## src/design/lrf_pkg.sv

```systemverilog
// ----------------------------------------------------------------------------
// lrf_pkg
// shared constants and types for the lru frame replacer
// ----------------------------------------------------------------------------
`default_nettype none

package lrf_pkg;

   localparam int MAX_FRAMES = 64;
   localparam int FRAME_W    = 6;
   localparam int COUNT_W    = 7;

   localparam logic [1:0] FUNC_VICTIM = 2'd0;
   localparam logic [1:0] FUNC_PIN    = 2'd1;
   localparam logic [1:0] FUNC_UNPIN  = 2'd2;

   localparam logic [COUNT_W-1:0] CAPACITY_RESET = COUNT_W'(MAX_FRAMES);

   typedef struct packed {
      logic               shift_en;
      logic               append_en;
      logic [FRAME_W-1:0] id;
   } lrf_cmd_type;

endpackage

`default_nettype wire

```

## src/design/lrf_cell.sv

```systemverilog
// ----------------------------------------------------------------------------
// lrf_cell
// one list slot: holds a frame id, matches it, shifts toward the old end
// ----------------------------------------------------------------------------
`default_nettype none

module lrf_cell (
   input  wire                          clock,
   input  wire                          reset,
   input  lrf_pkg::lrf_cmd_type         cmd,
   input  wire [lrf_pkg::FRAME_W-1:0]   upper_id,
   input  wire                          upper_valid,
   input  wire                          lower_valid,
   input  wire                          shift_in,
   output logic                         shift_out,
   output logic [lrf_pkg::FRAME_W-1:0]  id,
   output logic                         valid
);

   logic [lrf_pkg::FRAME_W-1:0] id_ff, id_in;
   logic                        valid_ff, valid_in;
   logic                        match;

   assign match     = valid_ff && (id_ff == cmd.id);
   assign shift_out = shift_in || match;
   assign id        = id_ff;
   assign valid     = valid_ff;

   always_comb begin
      priority if (cmd.shift_en && shift_out) begin
         id_in    = upper_id;
         valid_in = upper_valid;
      end else if (cmd.append_en && lower_valid && !valid_ff) begin
         id_in    = cmd.id;
         valid_in = 1'b1;
      end else begin
         id_in    = id_ff;
         valid_in = valid_ff;
      end
   end

   always_ff @(posedge clock) begin
      if (reset) begin
         valid_ff <= 1'b0;
      end else begin
         valid_ff <= valid_in;
      end
      id_ff <= id_in;
   end

endmodule

`default_nettype wire

```

## src/design/lru_frame_replacer.sv

```systemverilog
// ----------------------------------------------------------------------------
// lru_frame_replacer
// age-ordered list of evictable frames kept in a row of shifting cells
// ----------------------------------------------------------------------------
//  channel  direction  handshake                 word
//  req_     in         req_valid / req_ready      func, frame
//  rsp_     out        rsp_valid / rsp_ready      victim_found, victim_frame, occupancy
//  csr_     in         csr_write_enable           capacity
//
//  one word per cycle unless the result is stalled; the result is registered in the cycle after acceptance
//  the cycle is set by the match ripple through all 64 cells
//  reset clears all slot valid flags, the count and the result valid at once
//  a stalled result holds; a new word is taken in the cycle the result leaves
// ----------------------------------------------------------------------------
`default_nettype none

module lru_frame_replacer (
   input  wire                          clock,
   input  wire                          reset,
   input  wire                          req_valid,
   output logic                         req_ready,
   input  wire [1:0]                    req_func,
   input  wire [lrf_pkg::FRAME_W-1:0]   req_frame,
   output logic                         rsp_valid,
   input  wire                          rsp_ready,
   output logic                         rsp_victim_found,
   output logic [lrf_pkg::FRAME_W-1:0]  rsp_victim_frame,
   output logic [lrf_pkg::COUNT_W-1:0]  rsp_occupancy,
   input  wire                          csr_write_enable,
   input  wire [lrf_pkg::COUNT_W-1:0]   csr_write_data
);

   localparam int N = lrf_pkg::MAX_FRAMES;

   logic [lrf_pkg::COUNT_W-1:0] capacity_ff;
   logic [lrf_pkg::COUNT_W-1:0] count_ff, count_in;
   logic [lrf_pkg::COUNT_W-1:0] limit;
   logic                        rsp_valid_ff;
   logic                        found_ff, found_in;
   logic [lrf_pkg::FRAME_W-1:0] vframe_ff, vframe_in;

   logic [lrf_pkg::FRAME_W-1:0] cell_id    [0:N];
   logic                        cell_valid [0:N];
   logic                        shift      [0:N];

   lrf_pkg::lrf_cmd_type cmd;
   logic accept, is_victim, is_pin, is_unpin, any_match, append;

   assign req_ready = !rsp_valid_ff || rsp_ready;
   assign accept    = req_valid && req_ready;
   assign is_victim = accept && (req_func == lrf_pkg::FUNC_VICTIM);
   assign is_pin    = accept && (req_func == lrf_pkg::FUNC_PIN);
   assign is_unpin  = accept && (req_func == lrf_pkg::FUNC_UNPIN);

   assign limit = (capacity_ff > lrf_pkg::COUNT_W'(N)) ? lrf_pkg::COUNT_W'(N) : capacity_ff;

   // match chain starts high for victim so every cell pops
   assign shift[0]      = is_victim;
   assign any_match     = shift[N];
   assign cell_id[N]    = '0;
   assign cell_valid[N] = 1'b0;
   assign append        = is_unpin && !any_match && (count_ff < limit);

   assign cmd.shift_en  = is_victim || is_pin;
   assign cmd.append_en = append;
   assign cmd.id        = req_frame;

   for (genvar i = 0; i < N; i++) begin : g_cell
      lrf_cell u_cell (
         .clock       (clock),
         .reset       (reset),
         .cmd         (cmd),
         .upper_id    (cell_id[i+1]),
         .upper_valid (cell_valid[i+1]),
         .lower_valid ((i == 0) ? 1'b1 : cell_valid[(i == 0) ? 0 : i-1]),
         .shift_in    (shift[i]),
         .shift_out   (shift[i+1]),
         .id          (cell_id[i]),
         .valid       (cell_valid[i])
      );
   end

   always_comb begin
      priority if (is_victim && cell_valid[0]) begin
         count_in  = count_ff - lrf_pkg::COUNT_W'(1);
         found_in  = 1'b1;
         vframe_in = cell_id[0];
      end else if (is_pin && any_match) begin
         count_in  = count_ff - lrf_pkg::COUNT_W'(1);
         found_in  = 1'b0;
         vframe_in = '0;
      end else if (append) begin
         count_in  = count_ff + lrf_pkg::COUNT_W'(1);
         found_in  = 1'b0;
         vframe_in = '0;
      end else begin
         count_in  = count_ff;
         found_in  = 1'b0;
         vframe_in = '0;
      end
   end

   always_ff @(posedge clock) begin
      if (reset) begin
         capacity_ff  <= lrf_pkg::CAPACITY_RESET;
         count_ff     <= '0;
         rsp_valid_ff <= 1'b0;
      end else begin
         if (csr_write_enable) begin
            capacity_ff <= csr_write_data;
         end
         count_ff <= count_in;
         if (accept) begin
            rsp_valid_ff <= 1'b1;
         end else if (rsp_ready) begin
            rsp_valid_ff <= 1'b0;
         end
      end
      if (accept) begin
         found_ff  <= found_in;
         vframe_ff <= vframe_in;
      end
   end

   assign rsp_valid        = rsp_valid_ff;
   assign rsp_victim_found = found_ff;
   assign rsp_victim_frame = vframe_ff;
   assign rsp_occupancy    = count_ff;

   a_count_range : assert property (@(posedge clock) disable iff (reset)
      count_ff <= lrf_pkg::COUNT_W'(N))
      else $error("occupancy beyond slot depth");

   a_head_valid : assert property (@(posedge clock) disable iff (reset)
      cell_valid[0] == (count_ff != '0))
      else $error("oldest slot flag disagrees with occupancy");

   a_no_overrun : assert property (@(posedge clock) disable iff (reset)
      rsp_valid_ff && !rsp_ready |-> !accept)
      else $error("word taken while result stalled");

   a_victim_count : assert property (@(posedge clock) disable iff (reset)
      is_victim && cell_valid[0] |=> count_ff == $past(count_ff) - lrf_pkg::COUNT_W'(1))
      else $error("victim pop did not drop occupancy");

   a_found_frame : assert property (@(posedge clock) disable iff (reset)
      rsp_valid_ff && !rsp_victim_found |-> rsp_victim_frame == '0)
      else $error("frame reported without victim");

endmodule

`default_nettype wire
```

## config.mk

```make
export PLATFORM = sky130hd
export DESIGN_NAME = lru_frame_replacer
export DESIGN_NICKNAME = d
export VERILOG_FILES = /design/src/design/lrf_pkg.sv /design/src/design/lrf_cell.sv /design/src/design/lru_frame_replacer.sv
export SDC_FILE = /design/constraint.sdc
export NUM_CORES = 1
export LEC_CHECK = 0
export BUFFER_PORTS_ARGS = -buffer_cell sky130_fd_sc_hd__buf_2
export CAP_MARGIN = 20
export CORE_ASPECT_RATIO = 2
export CORE_MARGIN = 4
export CORE_UTILIZATION = 50
export DETAILED_ROUTE_END_ITERATION = 10
export GPL_ROUTABILITY_DRIVEN = 0
export HOLD_SLACK_MARGIN = 0.03
export PLACE_DENSITY_LB_ADDON = 0.3
export SLEW_MARGIN = 30
export SYNTH_ARGS = -nofsm -noshare
export SYNTH_HDL_FRONTEND = slang
export SYNTH_SLANG_ARGS = --single-unit
```

## constraint.sdc

```tcl
create_clock -name clock -period 5.35 [get_ports clock]
set_input_delay 0.535 -clock clock [delete_from_list [all_inputs] [get_ports clock]]
set_output_delay 0.535 -clock clock [all_outputs]
set_load 0.01 [all_outputs]
```

# == Word level (Yosys, flattened, before mapping) ==
# Cells that the tools add are included.
# Widths: inputs -> output; s select.
# classes
mux,259
order_cmp,2
add_sub_neg,2
reduce_logical,462
n_eq_ne,66
# ops
operator,count
$mux 6,126
$eq 6x6->1,64
$logic_and 1x1->1,263
$mux 1,129
$reduce_bool 2->1,64
$logic_not 1->1,66
$logic_or 1x1->1,66
$mux 7,4
$add 7x1->7 const B,1
$gt 7x7->1 const B,1
$lt 7x7->1,1
$sub 7x1->7 const B,1
$reduce_bool 3->1,1
$eq 2x1->1 const B,1
$eq 2x2->1 const B,1
$logic_not 2->1,1
$reduce_or 2->1,1
# totals
inputBits,20
output_inout_bits,16
word_cells,924
reg_bits,470

# == Longest topological paths before layout ==
# logic_depth
ltp_word,75
depth_mapped,16
mapped_depth_nobuf,12

# == Hierarchy ==
# Synthesis repeated with hierarchy kept, for this count alone.
# hier_totals
hier_cells,2053
hier_area_um2,27994.3
# modules_own_cells
module,cells_each,area_per_inst_um2,seq_area_each_um2,n_inst
lrf_cell,30,417.9,200.2,64
lru_frame_replacer,133,1248.7,510.5,1

# == Least setup slack after synthesis ==
# OpenSTA, ideal clock, no wires.
# synth_timing
path_type,input-to-reg
startpoint,input port req_frame[0] (netlist bit)
endpoint,"register g_cell[42].u_cell.id_ff, in the netlist g_cell[42].u_cell.id[0] (enable)"
arrival_ps,3196
path_slack_ps,1777
cell_stages,15
n_path_buf,6
required_ps,4973
path_cell_list,buf_6 buf_8 buf_8 xnor2_1 nand4_1 nor4_1 nor3_2 nand3_1 nor4b_2 and3_1 buf_4 buf_4 buf_2 nand2_1 o21ai_0
# synth_via
elab_chain_cells,72
word_cells_on_any_way,199
cone_classes,64 x eq/ne; 135 x reduce/logical
# synth_lines
item,line_no,source
from (decl),lru_frame_replacer.sv:23,"input wire [lrf_pkg::FRAME_W-1:0] req_frame,"
$eq 6x6->1,lrf_cell.sv:24,assign match = valid_ff && (id_ff == cmd.id);
$logic_and 1x1->1,lrf_cell.sv:24,
$logic_or 1x1->1 (64 in series),lrf_cell.sv:25,assign shift_out = shift_in || match;
$logic_not 1->1,lru_frame_replacer.sv:62,assign append = is_unpin && !any_match && (count_ff < limit);
$logic_and 1x1->1 (2 in series),lru_frame_replacer.sv:62,
$logic_and 1x1->1 (2 in series),lrf_cell.sv:33,end else if (cmd.append_en && lower_valid && !valid_ff) begin
$reduce_bool 2->1 (no line) (*),-,
to (signal assigned),lrf_cell.sv:48,id_ff <= id_in;
to (decl),lrf_cell.sv:20,"logic [lrf_pkg::FRAME_W-1:0] id_ff, id_in;"
# Mark *: on every way between the ends. The rest lies on a longest branch, timed or not.
# A chain may end at the register's enable or synchronous reset.

# == Worst setup path in the final report ==
# layout_timing
startpoint,"register count_ff, in the netlist rsp_occupancy[0]"
endpoint,"register g_cell[51].u_cell.id_ff, in the netlist g_cell[51].u_cell.id[2] (enable)"
# layout_via
elab_chain_cells,5
# layout_lines
item,line_no,source
from (decl),lru_frame_replacer.sv:36,"logic [lrf_pkg::COUNT_W-1:0] count_ff, count_in;"
from (signal assigned),lru_frame_replacer.sv:112,count_ff <= count_in;
$lt 7x7->1,lru_frame_replacer.sv:62,
$logic_and 1x1->1,lru_frame_replacer.sv:62,
$logic_and 1x1->1 (2 in series),lrf_cell.sv:33,
$reduce_bool 2->1 (no line),-,
to (signal assigned),lrf_cell.sv:48,
to (decl),lrf_cell.sv:20,
# No other way between the ends.

==> impl_metrics.ini <==
[run_status]
status = complete, no violations

[power_and_ir_drop]
leakagePower_uw = 0.009300
power-per-cell-area_nw_per_um2 = 284.8
ir_worst_vdd_uv = 246.4

[floorplanning]
coreArea_um2 = 51820
die-area_um2 = 56270
fp.dieW_um = 169.8
ios = 36
chipHeight_um = 331.5
initial_core_util_pct = 50.49
fp-row-count = 118

[clock_tree]
cts_buffer_depth = 3
clk_pin_slew_ps = 70
htree_levels = 2
cts-root-buf = clkbuf_16
cts_resized = 0
ctsHoldBuffers = 0
cts_setup_buffers = 0
cts_tree = built
cts_sinks = 470
numCtsBuffers = 45
clk_latency_ps = 590

[synthesis]
synth_top_family_by_area = multiplexers
yosys-top-cells-count = 385 x edfxtp_1, 375 x mux2_2, 199 x xnor2_1
ys_top_cells_by_area = edfxtp_1 44%, mux2_2 16%, xnor2_1 6.7%
yosys.area.top_type = edfxtp_1
syn_area_per_cell_um2 = 12.82
ys.flop_type = edfxtp_1
synthDominantCellAreaShare_pct = 44.19
syn_inst = 2041
async_flop_share_pct = 0
synth_fa_ha_area_share_pct = 0.3826
ys_ff_latch = 470
ys_types = 76
netlist_area_um2 = 26160
synth_xor_area_share_pct = 12.89
yosysWarningCount = 0
seq_area_frac_synth_pct = 50.69
synth_edf_count = 385
synth_compound_area_share_pct = 6.293
yosysMostFrequentCell = edfxtp_1
synthSimpleGateAreaFrac_pct = 8.574
synth_nets = 2069
synth_mux_area_share_pct = 17.02

[global_route]
grt_pass1_vias = 17562
overflow = 0
grt_max_degree = 75
grt_antenna_before_repair = 0
grtUsageTotal_pct = 22.58
grt_pass1_wl_um = 99530

[timing]
rsz0062_at_grt = no
fmax_mhz = 237.9
period_needed_ps = 4204
skew_ps = 30.35
fin_crit_sh_pct = 78.58
worstMarginPinSlew_ps = 990.3
finalSetupTns_ps = 0
setup_viol = 0
timing.final.max_slew_violations = 0
hold-worst-slack_ps = 167.4
timing_hold_violations_final = 0
relSlewSlack_pct = 33.98

[worst_setup_path]
max_stage_delay_ps = 730
critical_path_required_ps = 5550
critPathSlowestCell = o21ai_0
r2r-start = rsp_occupancy[0]
cp-startpoint = rsp_occupancy[0]
cp_top_family = compound AO/OA/AOI/OAI gates
critPathBufInv = 1
critPathCaptureType = flop
critPathKind = reg2reg
start_kind = flop
path_max_fanout = 17
critPathArrivalTime_ps = 4400
cp_cell_sequence = or3b_2, a21o_1, a21oi_1, o21ai_0, a21oi_1, nor4b_2, and3_4, buf_4, nand2_1, o21ai_0

[final_layout]
syn_to_final_growth_pct = 8.656
drive_gt1_share_pct = 29.89
nets = 2084
diodes = 0
fin_cells = 2751
fillCellCount = 4278

[min_path]
min_from = csr_write_data[6]
hold_path.class = in2reg

[placed_design]
place_hpwl_um = 47000
portBuffers = 35
dp.cells = 2669

[drt]
wl_per_cell_um = 23.61
drc_errors = 0
finalWirelength_um = 64940
firstDrtPassIters = 5
viasPerCell = 5.939
vias = 16337
ant_nets = 0
drt-initial-drc-count = 796

[run]
maxCapViolCount = 0
-- kinds of logic (layout without fill, tap and decap cells) --
logic type                 after synthesis  after routing
buffers and inverters                  185            235
DFF                                    470            470
muxes                                  395            395
AOI/OAI and AO/OA                      201            201
and+or+nand+nor                        397            397
xor gates and xnor gates               385            385
adders and majority gates                8              8
-- through the flow --
| step | power [uW] | area (um2) | setup slack [ps] | util (%) |
|---|---|---|---|---|
| floorplan | 4752 | 26160 | 1777 | - |
| global placement | 4939 | 26950 | 748.9 | 52.01 |
| detailed placement | 4955 | 26950 | 619.1 | 52.01 |
| CTS | 8147 | 28420 | 1100 | 54.84 |
| global route | 8347 | 28430 | 986.5 | 54.86 |
| finish | 8096 | 28430 | 1146 | 54.86 |
-- area by class of cell --
| type | instances | area [um2] | area share, % |
|---|---|---|---|
| inverters | 47 | 176.4 | 0.6206 |
| well taps | 660 | 825.8 | 2.905 |
| clock inverters | 12 | 92.59 | 0.3257 |
| flip-flops and latches | 470 | 13260 | 46.65 |
| clock buffers | 70 | 1374 | 4.833 |
| repair buffers | 106 | 852.1 | 2.997 |
| multi-input cells | 1386 | 11850 | 41.67 |
-- path summary, 6_finish.rpt --
kind | endpoint | slack (ps) | depth (start not counted)
setup / recovery | g_cell[51].u_cell.id[2] | 1150 | 10
hold / removal | capacity_ff[6] | 170 | 3
setup reg to reg | g_cell[51].u_cell.id[2] | 1150 | 10
hold reg to reg | capacity_ff[0] | 510 | 2
-- power breakdown --
part	switching, uW	leakage, uW	internal [uW]	total, uW
combinational	426	0.00441	342	768
clock	1400	0.000719	1820	3220
sequential	66.7	0.00417	4040	4110
-- sequential cells by signal, summed over array words and instances, names as in the netlist --
| name | count |
|---|---|
| rsp_occupancy | 7 |
| rsp_victim_frame | 6 |
| g_cell.u_cell.id | 384 |
| rsp_valid | 1 |
| capacity_ff | 7 |
| rsp_victim_found | 1 |
| g_cell.u_cell.valid | 64 |
-- tightest hold or removal path, delay by kind of cell --
| kind | cells | cell delay [ps] |
|---|---|---|
| buf+inv | 1 | 80 |
| compound gates | 1 | 60 |
| simple gates | 1 | 40 |
-- cell usage in the layout, fill, tap and decap left out, types with 17 or more instances in the layout --
cell,count
a21oi_1,23
nor4_1,50
nor3b_1,27
o21bai_1,26
clkbuf_16,48
inv_1,46
a211oi_1,34
xor2_1,186
xnor2_1,199
nor2_1,59
dfxtp_1,85
o21ai_0,22
edfxtp_1,385
mux2_2,375
nand4_1,67
nor3_1,25
nand2_1,70
buf_4,63
nor2b_1,17
buf_2,28
-- per-layer routing --
metal | wire length (um) | vias up | GRT usage [%]
met1 | 21630 | 8267 | 21.58
li1 | - | 7559 | -
met5 | 0 | - | 0
met2 | 38260 | 342 | 46.22
met3 | 1789 | 169 | 2.240
met4 | 3261 | 0 | 10.49
Power figures use the tool's default switching activity.
